--- src/hw/rtl/dnp_pkg.sv ---
// Shared definitions for the ASCII decimal number parser.
// Token phase codes, status codes, character codes, the per-token control
// record and the fraction weight table. No dependencies.
`default_nettype none

package dnp_pkg;

  // Default geometry of the fixed point result
  localparam int FRAC_BITS_DEF = 16;
  localparam int INT_BITS_DEF  = 31;
  localparam int VALUE_W       = 48;
  localparam int COUNT_W       = 8;
  localparam int FSUM_W        = 32;

  // Token phase codes
  localparam logic [1:0] PH_INT  = 2'd0;
  localparam logic [1:0] PH_FRAC = 2'd1;
  localparam logic [1:0] PH_STOP = 2'd2;
  localparam logic [1:0] PH_BAD  = 2'd3;

  // Result status codes
  localparam logic [1:0] ST_OK       = 2'd0;
  localparam logic [1:0] ST_INVALID  = 2'd1;
  localparam logic [1:0] ST_OVERFLOW = 2'd2;

  // Character codes
  localparam logic [7:0] CH_ZERO  = 8'h30;
  localparam logic [7:0] CH_NINE  = 8'h39;
  localparam logic [7:0] CH_POINT = 8'h2E;
  localparam logic [7:0] CH_MINUS = 8'h2D;
  localparam logic [7:0] CH_PLUS  = 8'h2B;

  // Fraction digits after which the weight has truncated to zero
  localparam logic [3:0] WEIGHT_STEPS = 4'd10;

  // Control part of the token state
  typedef struct packed {
    logic [1:0]         phase;
    logic               negative;
    logic               position;
    logic               overflowed;
    logic [3:0]         frac_idx;
    logic [COUNT_W-1:0] count;
  } dnp_ctrl_t;

  localparam dnp_ctrl_t CTRL_RESET = '{
    phase:      PH_INT,
    negative:   1'b0,
    position:   1'b1,
    overflowed: 1'b0,
    frac_idx:   4'd0,
    count:      '0
  };

  // Weight of the k-th fraction digit in 0.32 format: one, divided by ten
  // k times with truncation at each step
  function automatic logic [FSUM_W-1:0] frac_weight(input logic [3:0] idx);
    logic [FSUM_W-1:0] w;
    case (idx)
      4'd1:    w = 32'd429496729;
      4'd2:    w = 32'd42949672;
      4'd3:    w = 32'd4294967;
      4'd4:    w = 32'd429496;
      4'd5:    w = 32'd42949;
      4'd6:    w = 32'd4294;
      4'd7:    w = 32'd429;
      4'd8:    w = 32'd42;
      4'd9:    w = 32'd4;
      default: w = '0;
    endcase
    return w;
  endfunction

endpackage

`default_nettype wire

--- src/hw/rtl/dnp_step.sv ---
// Per-character update of the token state of the decimal number parser.
// Purely combinational; depends on dnp_pkg.
`default_nettype none

module dnp_step #(
  parameter int INT_BITS = dnp_pkg::INT_BITS_DEF
) (
  input  dnp_pkg::dnp_ctrl_t         ctrl_i,
  input  logic [INT_BITS-1:0]        int_sum_i,
  input  logic [dnp_pkg::FSUM_W-1:0] frac_sum_i,
  input  logic [7:0]                 char_i,
  input  logic                       strict_i,
  output dnp_pkg::dnp_ctrl_t         ctrl_o,
  output logic [INT_BITS-1:0]        int_sum_o,
  output logic [dnp_pkg::FSUM_W-1:0] frac_sum_o
);
  import dnp_pkg::*;

  localparam int NV_W = INT_BITS + 4;

  logic              is_digit;
  logic [3:0]        digit;
  logic              is_sign;
  logic [NV_W-1:0]   int_next;
  logic [3:0]        idx_next;
  logic [FSUM_W+3:0] frac_prod;
  logic              taken;

  // Classify the character
  assign is_digit = (char_i >= CH_ZERO) && (char_i <= CH_NINE);
  assign digit    = is_digit ? 4'(char_i - CH_ZERO) : 4'd0;
  assign is_sign  = (char_i == CH_MINUS) || (char_i == CH_PLUS);

  // Integer accumulate: times ten as shift and add
  assign int_next = (NV_W'(int_sum_i) << 3) + (NV_W'(int_sum_i) << 1) + NV_W'(digit);

  // Fraction accumulate with the weight of the next digit
  assign idx_next  = (ctrl_i.frac_idx < WEIGHT_STEPS) ? ctrl_i.frac_idx + 4'd1
                                                      : ctrl_i.frac_idx;
  assign frac_prod = (FSUM_W+4)'(frac_weight(idx_next)) * (FSUM_W+4)'(digit);

  always_comb begin
    ctrl_o          = ctrl_i;
    int_sum_o       = int_sum_i;
    frac_sum_o      = frac_sum_i;
    taken           = 1'b0;
    ctrl_o.position = 1'b0;
    if (ctrl_i.phase == PH_INT || ctrl_i.phase == PH_FRAC) begin
      if (ctrl_i.position && is_sign) begin
        ctrl_o.negative = (char_i == CH_MINUS);
        taken           = 1'b1;
      end else if (is_digit && ctrl_i.phase == PH_INT) begin
        // Saturate the integer part at all ones
        if (int_next > NV_W'({INT_BITS{1'b1}})) begin
          int_sum_o         = {INT_BITS{1'b1}};
          ctrl_o.overflowed = 1'b1;
        end else begin
          int_sum_o = int_next[INT_BITS-1:0];
        end
        taken = 1'b1;
      end else if (is_digit) begin
        ctrl_o.frac_idx = idx_next;
        frac_sum_o      = frac_sum_i + frac_prod[FSUM_W-1:0];
        taken           = 1'b1;
      end else if (char_i == CH_POINT && ctrl_i.phase == PH_INT) begin
        ctrl_o.phase = PH_FRAC;
        taken        = 1'b1;
      end

      // Count taken characters, otherwise stop or fault
      if (taken) begin
        if (ctrl_i.count != {COUNT_W{1'b1}}) begin
          ctrl_o.count = ctrl_i.count + 1'b1;
        end
      end else begin
        ctrl_o.phase = strict_i ? PH_BAD : PH_STOP;
      end
    end
  end

endmodule

`default_nettype wire

--- src/hw/rtl/decimal_number_parser.sv ---
// Top level of the ASCII decimal number parser: input register, token state,
// result register and configuration port. Depends on dnp_pkg and dnp_step.
//
//   channel  | handshake                    | payload
//   ---------+------------------------------+-------------------------------
//   input    | in_valid_i / in_stall_o      | character_i, last_i
//   result   | out_valid_o / out_stall_i    | value_o, consumed_o, status_o
//   config   | psel, penable, pwrite, pready| paddr, pwdata, prdata
//
// One character is taken per cycle unless the input stalls; a character is
// processed from the input register, and a token's result is loaded into the
// output register at the edge ending the cycle its last character is processed.
// Reset clears the token state and sets strict mode off.
// The input stalls only while a last character waits behind a result that
// the receiver has not yet taken.
`default_nettype none

module decimal_number_parser #(
  parameter int FRAC_BITS = dnp_pkg::FRAC_BITS_DEF,
  parameter int INT_BITS  = dnp_pkg::INT_BITS_DEF
) (
  input  logic                        clk_i,
  input  logic                        rst_ni,
  // character input
  input  logic                        in_valid_i,
  output logic                        in_stall_o,
  input  logic [7:0]                  character_i,
  input  logic                        last_i,
  // result output
  output logic                        out_valid_o,
  input  logic                        out_stall_i,
  output logic [dnp_pkg::VALUE_W-1:0] value_o,
  output logic [dnp_pkg::COUNT_W-1:0] consumed_o,
  output logic [1:0]                  status_o,
  // configuration
  input  logic                        psel,
  input  logic                        penable,
  input  logic                        pwrite,
  input  logic [1:0]                  paddr,
  input  logic [31:0]                 pwdata,
  output logic [31:0]                 prdata,
  output logic                        pready
);
  import dnp_pkg::*;

  localparam int MAG_W = INT_BITS + FRAC_BITS;

  logic                in_valid_q;
  logic [7:0]          char_q;
  logic                last_q;
  logic                strict_q;
  dnp_ctrl_t           ctrl_q, ctrl_d;
  logic [INT_BITS-1:0] int_sum_q, int_sum_d;
  logic [FSUM_W-1:0]   frac_sum_q, frac_sum_d;
  logic                proc;
  logic [MAG_W-1:0]    mag;
  logic [63:0]         mag_ext;
  logic [63:0]         signed_val;
  logic                out_valid_q;
  logic [VALUE_W-1:0]  value_q;
  logic [COUNT_W-1:0]  consumed_q;
  logic [1:0]          status_q;

  // Configuration register: a single register, byte lanes ignored
  assign pready = 1'b1;
  assign prdata = {31'd0, strict_q};

  always_ff @(posedge clk_i or negedge rst_ni) begin
    if (!rst_ni) begin
      strict_q <= 1'b0;
    end else if (psel && penable && pwrite && pready && paddr == 2'd0) begin
      strict_q <= pwdata[0];
    end
  end

  // Process the held character unless it ends a token and the result is blocked
  assign proc       = in_valid_q && (!last_q || !out_valid_q || !out_stall_i);
  assign in_stall_o = in_valid_q && !proc;

  // Input register
  always_ff @(posedge clk_i or negedge rst_ni) begin
    if (!rst_ni) begin
      in_valid_q <= 1'b0;
    end else if (!in_stall_o) begin
      in_valid_q <= in_valid_i;
    end
  end

  always_ff @(posedge clk_i) begin
    if (in_valid_i && !in_stall_o) begin
      char_q <= character_i;
      last_q <= last_i;
    end
  end

  dnp_step #(
    .INT_BITS (INT_BITS)
  ) u_step (
    .ctrl_i     (ctrl_q),
    .int_sum_i  (int_sum_q),
    .frac_sum_i (frac_sum_q),
    .char_i     (char_q),
    .strict_i   (strict_q),
    .ctrl_o     (ctrl_d),
    .int_sum_o  (int_sum_d),
    .frac_sum_o (frac_sum_d)
  );

  // Token state: advance per character, clear after the last one
  always_ff @(posedge clk_i or negedge rst_ni) begin
    if (!rst_ni) begin
      ctrl_q     <= CTRL_RESET;
      int_sum_q  <= '0;
      frac_sum_q <= '0;
    end else if (proc) begin
      if (last_q) begin
        ctrl_q     <= CTRL_RESET;
        int_sum_q  <= '0;
        frac_sum_q <= '0;
      end else begin
        ctrl_q     <= ctrl_d;
        int_sum_q  <= int_sum_d;
        frac_sum_q <= frac_sum_d;
      end
    end
  end

  // Form the fixed point magnitude and apply the sign
  assign mag        = {int_sum_d, frac_sum_d[FSUM_W-1 -: FRAC_BITS]};
  assign mag_ext    = 64'(mag);
  assign signed_val = ctrl_d.negative ? (64'd0 - mag_ext) : mag_ext;

  // Result register
  always_ff @(posedge clk_i or negedge rst_ni) begin
    if (!rst_ni) begin
      out_valid_q <= 1'b0;
    end else if (proc && last_q) begin
      out_valid_q <= 1'b1;
    end else if (!out_stall_i) begin
      out_valid_q <= 1'b0;
    end
  end

  always_ff @(posedge clk_i) begin
    if (proc && last_q) begin
      consumed_q <= ctrl_d.count;
      if (ctrl_d.phase == PH_BAD) begin
        value_q  <= '0;
        status_q <= ST_INVALID;
      end else begin
        value_q  <= signed_val[VALUE_W-1:0];
        status_q <= ctrl_d.overflowed ? ST_OVERFLOW : ST_OK;
      end
    end
  end

  assign out_valid_o = out_valid_q;
  assign value_o     = value_q;
  assign consumed_o  = consumed_q;
  assign status_o    = status_q;

`ifndef NO_ASSERTIONS
  // Input stalls only behind a blocked result
  a_stall_cause: assert property (@(posedge clk_i) disable iff (!rst_ni)
    in_stall_o |-> (in_valid_q && last_q && out_valid_o && out_stall_i))
    else $error("input stalled without a blocked result");

  // Token state is clear after a last character is processed
  a_token_clear: assert property (@(posedge clk_i) disable iff (!rst_ni)
    (proc && last_q) |=> (ctrl_q.phase == PH_INT && ctrl_q.count == '0
                          && int_sum_q == '0 && ctrl_q.position))
    else $error("token state not cleared after result");

  // An invalid token reports zero
  a_invalid_zero: assert property (@(posedge clk_i) disable iff (!rst_ni)
    (out_valid_o && status_o == ST_INVALID) |-> (value_o == '0))
    else $error("invalid token with nonzero value");

  // Fraction digit index never passes the last weight
  a_frac_idx: assert property (@(posedge clk_i) disable iff (!rst_ni)
    ctrl_q.frac_idx <= WEIGHT_STEPS)
    else $error("fraction index out of range");

  // A result is loaded only when the previous one has gone or is going
  a_no_overwrite: assert property (@(posedge clk_i) disable iff (!rst_ni)
    (proc && last_q) |-> (!out_valid_o || !out_stall_i))
    else $error("result overwritten while held");
`endif

endmodule

`default_nettype wire

--- config.mk ---
export PLATFORM = sky130hd
export DESIGN_NAME = decimal_number_parser
export DESIGN_NICKNAME = d
export VERILOG_FILES = /design/src/hw/rtl/dnp_pkg.sv /design/src/hw/rtl/dnp_step.sv /design/src/hw/rtl/decimal_number_parser.sv
export SDC_FILE = /design/constraint.sdc
export NUM_CORES = 1
export LEC_CHECK = 0
export BUFFER_PORTS_ARGS = -buffer_cell sky130_fd_sc_hd__buf_2
export CAP_MARGIN = 20
export CORE_AREA = 2 2 153 193
export DETAILED_ROUTE_END_ITERATION = 12
export DIE_AREA = 0 0 155 195
export GPL_TIMING_DRIVEN = 1
export PLACE_DENSITY_LB_ADDON = 0.12
export SKIP_CTS_REPAIR_TIMING = 1
export SLEW_MARGIN = 10
export SYNTH_ARGS = -nofsm -noshare
export SYNTH_HDL_FRONTEND = slang
export SYNTH_SLANG_ARGS = --single-unit
--- constraint.sdc ---
create_clock -name clk_i -period 8.4 [get_ports clk_i]
set_input_delay 1.68 -clock clk_i [delete_from_list [all_inputs] [get_ports clk_i]]
set_output_delay 1.68 -clock clk_i [all_outputs]
set_load 0.01 [all_outputs]
# Word level (Yosys, flattened, before mapping)
# Memories as Yosys holds them, arrays and structs flattened.
# Index checks and enable logic that the tools add are counted.
[classes] n_mux=38 add_sub_neg=7 reduce_logical=26 multipliers=1 n_div=0 n_eq_ne=9 magnitude_cmp=4 bitwise_logic=1 n_shift=0
[op_table] operator="32-bit two-way mux" count=5
[op_table] operator="31-bit two-way mux" count=5
[op_table] operator="1-bit by 47-bit subtractor with 48-bit output, first input constant" count=1
[op_table] operator="47-bit two-way mux" count=1
[op_table] operator="34-bit by 32-bit adder with 35-bit output" count=1
[op_table] operator="35-bit by 4-bit adder with 35-bit output" count=1
[op_table] operator="35-bit by 31-bit > comparator with 1-bit output, second input constant" count=1
[op_table] operator="32-bit adder" count=1
[op_table] operator="32-bit by 4-bit multiplier with 32-bit output" count=1
[op_table] operator="8-bit by 6-bit equality test with 1-bit output, second input constant" count=3
[op_table] operator="17-bit two-way mux" count=1
[op_table] operator="4-bit two-way mux" count=4
[op_table] operator="8-bit two-way mux" count=2
[op_table] operator="13-bit two-way mux" count=1
[op_table] operator="2-bit two-way mux" count=6
[op_table] operator="1-bit logical AND" count=11
[op_table] operator="1-bit two-way mux" count=11
[op_table] operator="8-bit by 1-bit adder with 8-bit output, second input constant" count=1
[op_table] operator="8-bit by 6-bit >= comparator with 1-bit output, second input constant" count=1
[op_table] operator="8-bit by 6-bit less-or-equal comparator with 1-bit output, second input constant" count=1
[op_table] operator="8-bit inequality test, second input constant" count=1
[op_table] operator="1-bit logical NOT" count=5
[op_table] operator="5-bit two-way mux" count=1
[op_table] operator="5-bit AND reduction" count=1
[op_table] operator="13 further kinds" count=19
[word_totals] ff_bits=150 elab_cells=105 ram_bits=0 romBits=432 latchBits=0 n_memories=1
[memory_table] name="(no name shown)" depth=16 word_bits=27 rd=1 rd_clocked_by_memory_dff=0 write_ports=0 line="dnp_pkg.sv:59" source="case (idx)"

# Depth between registers and ports, before layout
# Gate-level depths: netlist of the first run.
[logic_depth] ltp_word=11 mapped_depth=29 ltp_nobuf=28

# Hierarchy
# A second synthesis of the first run with hierarchy kept.
[unflattened] cells_unflattened=1580 area_unflattened_um2=14357.5
[by_module_without_submodules] mod="dnp_step" instances=1 area_each_um2=7616.1 seq_area_each_um2=0.0 cells_each=1066
[by_module_without_submodules] mod="decimal_number_parser" instances=1 area_each_um2=6741.5 seq_area_each_um2=4090.2 cells_each=514

# Worst setup path after synthesis of the first run
# OpenSTA, ideal clock, no wires.
[synth_path] path_kind="reg2reg" from="reg ctrl_q[10] (netlist bit)" to="reg value_q[42], in the netlist value_o[42] (data pin)" t_required_ns=8.135 n_path_buf=2 stages_incl_launch_ff=27 t_arrival_ns=6.666 period_less_slack_ns=6.932 setup_slack_ns=1.468 path_cell_list="dfrtp_1 clkbuf_1 o21ai_0 xor2_1 inv_1 ha_1 and2_1 o21ai_0 nor2_1 fa_1 fa_1 inv_1 fa_1 inv_1 ha_1 clkbuf_2 a21oi_1 o21a_2 a21o_1 a22oi_1 and3_1 nor4_2 o221ai_2 nor4_4 nand3_1 o31a_1 or3_1"
[synth_via] elab_chain_cells=11 word_cells_on_any_way=12
[synth_rtl] item="start: declaration" line="decimal_number_parser.sv:52" source="dnp_ctrl_t ctrl_q, ctrl_d;"
[synth_rtl] item="start signal: assignment" line="decimal_number_parser.sv:121" source="ctrl_q <= ctrl_d;"
[synth_rtl] item="4-bit by 1-bit adder with 4-bit output or 4-bit < comparator (tied branches)" line="dnp_step.sv:38" source="assign idx_next = (ctrl_i.frac_idx < WEIGHT_STEPS) ? ctrl_i.frac_idx + 4'd1"
[synth_rtl] item="4-bit two-way mux *" line="dnp_step.sv:38"
[synth_rtl] item="memory read 16 x 27 bit *"
[synth_rtl] item="32-bit by 4-bit multiplier with 32-bit output *" line="dnp_step.sv:40" source="assign frac_prod = (FSUM_W+4)'(frac_weight(idx_next)) * (FSUM_W+4)'(digit);"
[synth_rtl] item="32-bit adder *" line="dnp_step.sv:63" source="frac_sum_o = frac_sum_i + frac_prod[FSUM_W-1:0];"
[synth_rtl] item="32-bit two-way mux *" line="dnp_step.sv:61" source="end else if (is_digit) begin"
[synth_rtl] item="32-bit two-way mux *" line="dnp_step.sv:52" source="end else if (is_digit && ctrl_i.phase == PH_INT) begin"
[synth_rtl] item="32-bit two-way mux *" line="dnp_step.sv:49" source="if (ctrl_i.position && is_sign) begin"
[synth_rtl] item="32-bit two-way mux *" line="dnp_step.sv:48" source="if (ctrl_i.phase == PH_INT || ctrl_i.phase == PH_FRAC) begin"
[synth_rtl] item="1-bit by 47-bit subtractor with 48-bit output *" line="decimal_number_parser.sv:131" source="assign signed_val = ctrl_d.negative ? (64'd0 - mag_ext) : mag_ext;"
[synth_rtl] item="47-bit two-way mux *" line="decimal_number_parser.sv:131"
[synth_rtl] item="end signal: assignment" line="decimal_number_parser.sv:151" source="value_q <= signed_val[VALUE_W-1:0];"
[synth_rtl] item="end: declaration" line="decimal_number_parser.sv:60" source="logic [VALUE_W-1:0] value_q;"
# Mark *: on every way between the ends. The rest lies on a longest branch, timed or not. The select of a mux whose other input is x is not followed.
# A chain may end at the register's enable or synchronous reset.

# Worst setup path after layout of the first run
# Same ends and word-level chain as after synthesis.

==> impl_results.md, run 1 <==
- H-tree depth: 4
- CTS max path bufs: 2
- Hold Fails Final Rpt: 0
- First-pass GRT wire length: 75500 um
- DRT Pass-1 Iters: 7
- Area delta synth->final: 7.96%
- Fillers: between 2000 and 3000
- Fin crit period: 7820 ps
- Critical-path cell list: o21ai_0 > xor2_1 > inv_1 > ha_1 > nor2b_1 > o21ai_0 > nor2_1 > fa_1 > fa_1 > inv_1 > fa_1 > inv_1 > ha_1 > a21oi_1 > o22ai_1 > nor3_4 > nand3_1 > and3_1 > nor4_2 > o221ai_2 > nor4_4 > nand3_1 > o31a_1 > or3_1
- Fmax: 128 MHz
- CP max stage cell: fa_1
- Initial Util: 0.555
- I/O pin cnt: 143
- Crit Path Class: reg -> reg
- Slew headroom: 0.268
- Synthesized area per cell: 8.43 sq um
- Post-route ant nets: 0
- I/O Buffers: around 80
- Placer Congestion: 0.994
- Vias per inst: 6.18
- Share of cells above drive strength 1: 0.105
- Largest area contributor in the netlist: dfrtp_1
- Critical path endpoint category: flip-flop
- Core Box Area: 28200 sq um
- DRC: 0
- XOR/XNOR share of the synthesized area: 0.0402
- Number of synthesized register bits: 150
- Power Density: 119 nW/um^2
- Final Max Slew Viols: 0
- DP HPWL: 36700 um
- Largest family of logic cells by synthesized area: compound AO/OA/AOI/OAI gates
- Tcrit/Tclk final: 0.931
- Worst-margin pin slew: 1100 ps
- Worst Path Required: around 8600 ps
- Synth top cells by count: nor2_1, inv_1, nand2_1, ha_1, a21oi_1
- Sum of negative setup slack: 0 ps
- Via count: roughly 14000
- Post-Synthesis Cells: about 1900
- Post-Syn Area: between 15000 and 20000 sq um
- CTS root buf: clkbuf_16
- CTS Sinks: 150
- Reg clk slew, reported paths: 80 ps
- Critical Path Max Stage Delay: 540 ps
- Cell Rows: 69
- Die area: 30200 sq um
- CP Launch Type: flip-flop
- DR WL/cell: ~21 um
- Max-cap viol count: 0
- Post-synth EDFFs: 67
- Total global routing overflow: 0
- Ys Warns: 0
- Mux share of post-synthesis cell area: 0.0157
- Die W: 155 um
- Sequential area share after synthesis: 0.261
- Largest net degree at the start of global routing: 70
- GRT Overall Usage: 0.319
- Initial DRC Count: 1037
- Crit Path Max Fanout: 11
- Post-Synth Adder-Cell Area: 0.191
- RSZ-0062 raised after global routing: false
- Most common cell in the synthesized netlist: nor2_1
- CTS Buf Count: 17
- Antenna cells: 0
- Simple-gate share of the synthesized area: 0.195
- Worst Hold Class: reg -> reg
- WL final: 47300 um
- Post-synthesis compound-gate area fraction: 0.212
- Initial antenna violation count: 0
- Die height: 195 um
- Vias in the first global route: 14200
- Skew-Pair Late Insertion Delay: around 460 ps
- Setup Skew: between 10 and 15 ps
- Top cells by area, synth: dfrtp_1, edfxtp_1, fa_1, ha_1, nor2_1
- Status: finished clean
- Static leakage: between 0.007 and 0.008 uW
- Worst hold slack: 484 ps
- Netlist cell types: 98
- Peak supply drop: 145 uV
- Worst Path Arrival: 8030 ps
- Post-synth ARST share: 0.553
- Top FF cell, synth: dfrtp_1
- CTS tree: yes
- Layout net count: about 2100
- Setup violators final: 0
- Synth top area share: 0.131
critical path, delay by kind of cell (launching register included):
family                   cells  cell delay (ps)
XOR/XNOR                     1              310
AO/OA/AOI/OAI                6             1710
AND/OR/NAND/NOR              9             2620
flip-flops                   1              490
adder cells (fa/ha/maj)      5             2180
buffers and inverters        3              260
stage by stage:
step,utilization,setup slack (ps),instance area [sq um],instances,total power (uW)
floorplan,-,1470,15800,1889,1100
global placement,0.576,564,16300,2235,1210
detailed placement,0.576,468,16300,2235,1220
CTS,0.598,426,16900,2267,2020
global route,0.599,34.6,16900,2270,2090
finish,0.599,579,16900,2270,2020
layer usage:
metal  routed length (um)  vias up  global-route usage
met5                    0        -                   0
met4                 2230        0               0.150
met3                 1800      132              0.0351
met2                25200      455               0.595
met1                18100     6801               0.360
li1                     -     6640                   -
area by class of cell:
type                            count  area, sq um  share of cell area
Multi-Input combinational cell   1430        10400               0.613
Clock buffer                       17          425              0.0251
Sequential cell                   150         4090               0.242
Clock inverter                     15          199              0.0118
Tap cell                          355          444              0.0263
Timing Repair Buffer              117          683              0.0404
Inverter                          186          698              0.0413
state kept, by name, summed over array words and instances, names as in the netlist:
| name | count |
|---|---|
| frac_sum_q | 32 |
| ctrl_q | 17 |
| last_q | 1 |
| int_sum_q | 31 |
| char_q | 8 |
| value_o | 48 |
| status_o | 2 |
| consumed_o | 8 |
| strict_q | 1 |
| out_valid_o | 1 |
| in_valid_q | 1 |
layout by cell type, fill, tap and decap left out, types with 38 or more instances in the layout:
| cell type | count |
|---|---|
| xnor2_1 | 41 |
| nor2_1 | 186 |
| nand2_1 | 147 |
| buf_4 | 39 |
| buf_2 | 78 |
| edfxtp_1 | 67 |
| nand3_1 | 42 |
| inv_1 | 184 |
| o21ai_0 | 95 |
| fa_1 | 77 |
| nor3_1 | 55 |
| a21oi_1 | 108 |
| a22o_1 | 38 |
| dfrtp_1 | 82 |
| ha_1 | 116 |
worst paths after layout:
path	startpoint	end	slack (ps)	cells past startpoint
min in group asynchronous	rst_ni	frac_sum_q[5]	1210	1
hold reg to reg	frac_sum_q[2]	frac_sum_q[2]	480	2
setup / recovery	ctrl_q[10]	value_o[42]	580	24
max in group asynchronous	rst_ni	int_sum_q[18]	6100	2
hold / removal	frac_sum_q[2]	frac_sum_q[2]	480	2
setup reg to reg	ctrl_q[10]	value_o[42]	580	24
kinds of logic after synthesis:
logic type | count (synthesis)
xor gates and xnor gates | 72
muxes | 24
buffers and inverters | 309
DFF | 150
AOI/OAI and AO/OA | 491
adders and majority gates | 193
and+or+nand+nor | 618
other | 2
power breakdown:
group / internal (uW) / switching, uW / total [uW]
Clock: 409 / 400 / 809
Sequential: 795 / 24.4 / 819
Combinational: 120 / 271 / 391
Total: 1320 / 696 / 2020
(Power assumes the default switching activity.)
==> run 2: changes to the inputs <==
--- a/config.mk
+++ b/config.mk
@@ -12,6 +12,7 @@
 export DIE_AREA = 0 0 155 195
 export GPL_TIMING_DRIVEN = 1
 export PLACE_DENSITY_LB_ADDON = 0.12
+export REMOVE_ABC_BUFFERS = 1
 export SKIP_CTS_REPAIR_TIMING = 1
 export SLEW_MARGIN = 10
 export SYNTH_ARGS = -nofsm -noshare
==> run 2 against run 1 <==
Against the previous run:
- critical path depth increased by 3
- core utilization barely moved
- setup slack worse by 42 ps
- fmax fell by 0.54%
- hold slack worse by 14 ps
- global-route usage shrank 1.8 points
- combinational power rose by 3%
- critical path type unchanged
==> impl_results.md, run 2 (synthesis gave the netlist of run 1 again) <==
- Power Total: 2070 uW
- R2R Setup Slk: ~540 ps
- RSZ-0062 raised after global routing: false
- Vias in the first global route: 13900
- Reg clk slew, reported paths: 60 ps
- Vias per inst: 6.24
- WL final: 45100 um
- Commonest non-fill, non-tap cell in the layout: nor2_1
- RR Startpoint: ctrl_q[10]
- Critical Path Max Stage Delay: 560 ps
- Worst Path Arrival: between 8000 and 9000 ps
- Fillers: roughly 2500
- CTS Sinks: 150
- FF+latch area: 4090 sq um
- Post-route ant nets: 0
- First-pass GRT wire length: about 70000 um
- Largest net degree at the start of global routing: 55
- Hold Fails Final Rpt: 0
- Worst hold slack: about 470 ps
- Placer Congestion: 0.964
- Static leakage: 0.00800 uW
- Most frequent cells in the layout: nor2_1, inv_1, nand2_1
- Peak supply drop: roughly 110 uV
- Max FFs per register: 48
- Worst r2r path cells: 27
- CP max stage cell: a2111o_1
- DRT Pass-1 Iters: 7
- Slew headroom: 0.273
- Area of the multi-input gates: roughly 10000 sq um
- I/O pin cnt: 143
- Critical path endpoint category: flip-flop
- Setup WS pre-CTS: 475 ps
- Max-cap viol count: 0
- I/O Buffers: slightly below 80
- Initial antenna violation count: 1
- GRT Overall Usage: 0.300
- Worst-margin pin slew: 1090 ps
- Fmax: 127 MHz
- Sum of negative setup slack: 0 ps
- DR WL/cell: ~20 um
- Fin crit period: 7860 ps
- Crit Path Class: reg -> reg
- Skew-Pair Late Insertion Delay: roughly 450 ps
- Power Density: 122 nW/um^2
- Antenna cells: 0
- Die height: 195 um
- Initial Util: 0.555
- CTS max path bufs: 2
- Worst Path Required: 8540 ps
- Core Box Area: 28200 sq um
- Share of cells above drive strength 1: 0.105
- CTS tree: yes
- Layout net count: 2145
- CP Launch Type: flip-flop
- Final Max Slew Viols: 0
- Initial DRC Count: 1126
- Worst path bufs/invs: 4
- Total global routing overflow: 0
- Worst Setup EP: value_o[46]
- CTS Buf Count: 17
- Die area: 30200 sq um
- Die W: approximately 160 um
- DRC: 0
- Reg-to-reg endpoint: value_o[46]
- H-tree depth: 4
- Area delta synth->final: 8.05%
- Setup ws final: 537 ps
- Kind of cell adding the most delay to the critical path: compound AO/OA/AOI/OAI gates
- Via count: 14200
- Setup violators final: 0
- Setup Skew: between 15 and 20 ps
- Worst Hold Class: reg -> reg
- Worst setup path start: ctrl_q[10]
- DP HPWL: roughly 34000 um
- Crit Path Max Fanout: 11
- Cell Rows: 69
- Tcrit/Tclk final: 0.936
- CP Depth: 27
- Status: finished clean
- CTS root buf: clkbuf_16
==> run 2: routing by layer <==
layer  up-vias  GRT usage  share of wire
met3       109     0.0326          0.050
li1       6666          -              -
met2       521      0.543           0.52
met4         0      0.123          0.040
met5         -          0              0
met1      6858      0.363           0.39
==> run 2: worst min path at each step <==
stage / start / slack, ps / depth (start not counted) / endpoint
global route: ctrl_q[13] / 500 / 2 / ctrl_q[13]
finish: ctrl_q[13] / 470 / 2 / ctrl_q[13]
detailed placement: ctrl_q[13] / 460 / 2 / ctrl_q[13]
global placement: ctrl_q[13] / 460 / 2 / ctrl_q[13]
floorplan: ctrl_q[13] / 440 / 2 / ctrl_q[13]
CTS: ctrl_q[13] / 470 / 2 / ctrl_q[13]
==> run 2: where the power goes <==
group,switching (uW),internal [uW],total [uW]
sequential,23.8,795,819
combinational,277,124,402
clock,346,506,851
total,647,1430,2070
==> run 2: final cells by class <==
type / instances / area share
multi-input cells: 1430 / 0.613
well taps: 355 / 0.0262
flip-flops and latches: 150 / 0.242
clock buffers: 21 / 0.0284
inverters: 186 / 0.0412
repair buffers: 117 / 0.0404
clock inverters: 11 / 0.00953
==> run 2: per-stage QoR <==
step	std cells	cell area, sq um	util
global placement	2236	16300	0.576
global route	2270	16900	0.600
floorplan	1766	15100	-
detailed placement	2236	16300	0.576
finish	2270	16900	0.600
CTS	2268	16900	0.599
==> run 2: tightest hold or removal path, stage by stage, from the launching register on <==
cell     delay [ps]
dfstp_2         370
nand2_1          50
nand2_1          50
==> run 3: changes to the inputs <==
--- a/config.mk
+++ b/config.mk
@@ -11,6 +11,7 @@
 export DETAILED_ROUTE_END_ITERATION = 12
 export DIE_AREA = 0 0 155 195
 export GPL_TIMING_DRIVEN = 1
+export MAX_ROUTING_LAYER = met4
 export PLACE_DENSITY_LB_ADDON = 0.12
 export REMOVE_ABC_BUFFERS = 1
 export SKIP_CTS_REPAIR_TIMING = 1
==> constraint.sdc (replaced) <==
create_clock -name clk_i -period 9.4 [get_ports clk_i]
set_input_delay 1.88 -clock clk_i [delete_from_list [all_inputs] [get_ports clk_i]]
set_output_delay 1.88 -clock clk_i [all_outputs]
set_load 0.01 [all_outputs]
==> run 3 against run 2 <==
Against the previous run:
- sequential share of layout area up 0.21 points
- register-to-register slack better by 280 ps
- fmax down 8.4%
- routed wire length down 0.39%
- sequential power down 11%
- hold slack better by 1.5 ps
- sequential cell count unchanged
- critical endpoint is now value_o[42]
- critical path type unchanged
- die area unchanged
- clock skew down 7.6 ps
- non-clock buffer count down 18
- global-route usage up 0.89 points
- setup slack better by 280 ps
==> impl_results.md, run 3 (synthesis gave the netlist of run 1 again) <==
- Worst hold slack: roughly 470 ps
- Crit Path Max Fanout: 16
- DR WL/cell: 19.9 um
- Final Max Slew Viols: 0
- Fin crit period: 8590 ps
- Die height: 195 um
- Worst-margin pin slew: between 1000 and 1500 ps
- Reg-to-reg endpoint: value_o[42]
- CTS Sinks: 150
- Worst Hold Class: reg -> reg
- Worst Path Required: 9590 ps
- I/O Buffers: 79
- Max FFs per register: 48
- Worst Path Arrival: 8780 ps
- CTS max path bufs: 2
- Cell Rows: 69
- RR Startpoint: ctrl_q[11]
- Placer Congestion: 0.945
- Worst setup path start: ctrl_q[11]
- Power Total: about 1800 uW
- CP Depth: 26
- R2R Setup Slk: 810 ps
- Die W: 155 um
- I/O pin cnt: 143
- Worst r2r path cells: 26
- GRT Overall Usage: 0.309
- Reg clk slew, reported paths: 70 ps
- Placed cell area: 16200 sq um
- Initial DRC Count: 1403
- Fmax: about 120 MHz
- CP max stage cell: o211ai_1
- Power Density: 109 nW/um^2
- Commonest non-fill, non-tap cell in the layout: nor2_1
- Met3 wire len: roughly 2200 um
- Top sig layer: met4
- Total global routing overflow: 0
- Tcrit/Tclk final: 0.913
- Met2 WL: 23200 um
- Design area: 16800 sq um
- Static leakage: roughly 0.0079 uW
- CTS tree: yes
- CTS root buf: clkbuf_16
- Initial antenna violation count: 1
- First-pass GRT wire length: 71900 um
- CTS Buf Count: 17
- CP Launch Type: flip-flop
- Worst path bufs/invs: 3
- H-tree depth: 4
- Peak supply drop: 91.2 uV
- Setup Skew: 8.24 ps
- Vias per inst: 6.25
- Critical Path Max Stage Delay: 740 ps
- Fillers: 2573
- M1 WL: 17400 um
- RSZ-0062 raised after global routing: false
- Crit Path Class: reg -> reg
- Vias in the first global route: 13800
- DRC: 0
- Most frequent cells in the layout: nor2_1, inv_1, nand2_1
- Initial Util: 0.555
- Worst Setup EP: value_o[42]
- DP HPWL: ~34000 um
- Status: finished clean
- Skew-Pair Late Insertion Delay: between 400 and 500 ps
- WL final: 44900 um
- Largest net degree at the start of global routing: between 50 and 60
- Layout net count: 2127
- Area delta synth->final: 7.14%
- DRT Pass-1 Iters: 8
- Post-route ant nets: 0
- Hold Fails Final Rpt: 0
- Core Box Area: 28200 sq um
- Die area: 30200 sq um
- Max-cap viol count: 0
- Sum of negative setup slack: 0 ps
- Slew headroom: 0.276
- Setup violators final: 0
- Via count: around 14000
- Share of cells above drive strength 1: 0.0970
- Kind of cell adding the most delay to the critical path: compound AO/OA/AOI/OAI gates
- Critical path endpoint category: flip-flop
==> run 3: changes by cell type in the layout (fill, tap and decap cells not counted) <==
cell        change
diode_2         +1
clkinv_2        +2
o21ai_1         -1
buf_4          -18
o21ai_0         +1
inv_8           -1
clkbuf_8        -3
clkinvlp_4      +1
clkbuf_16       +1
==> run 3: where the power goes <==
group	total (uW)	internal, uW	switching [uW]
Clock	749	444	306
Sequential	732	711	21.2
Combinational	351	103	247
==> run 3: final cells by class <==
class,count,area [sq um],share of cell area
clock inverter,13,168,0.00999
tap,355,444,0.0265
inverter,186,698,0.0416
antenna,1,2.50,0.000149
multi-input combinational,1430,10400,0.618
sequential,150,4090,0.244
timing repair buffer,99,548,0.0326
clock buffer,19,464,0.0277
==> run 3: tightest hold or removal path, stage by stage, from the launching register on <==
cell,delay [ps]
dfstp_2,380
nand2_1,50
nand2_1,50
==> run 3: through the flow <==
stage | worst slack (ps) | util | std cells
6_report | 814 | 0.595 | 2253
3_5_place_dp | 868 | 0.572 | 2220
3_3_place_gp | 1030 | 0.572 | 2220
4_1_cts | 872 | 0.595 | 2252
5_1_grt | 374 | 0.595 | 2252
2_1_floorplan | 2250 | - | 1766
==> run 3: routing by layer <==
metal / track usage / up-vias
met5: - / -
met4: 0.138 / 0
met3: 0.0291 / 123
met2: 0.547 / 506
met1: 0.356 / 6848
li1: - / 6606
==> run 3: worst min path at each step <==
stage,start,depth (start not counted),end
global placement,ctrl_q[13],2,ctrl_q[13]
finish,ctrl_q[13],2,ctrl_q[13]
CTS,ctrl_q[13],2,ctrl_q[13]
global route,ctrl_q[13],2,ctrl_q[13]
detailed placement,ctrl_q[13],2,ctrl_q[13]
floorplan,ctrl_q[13],2,ctrl_q[13]
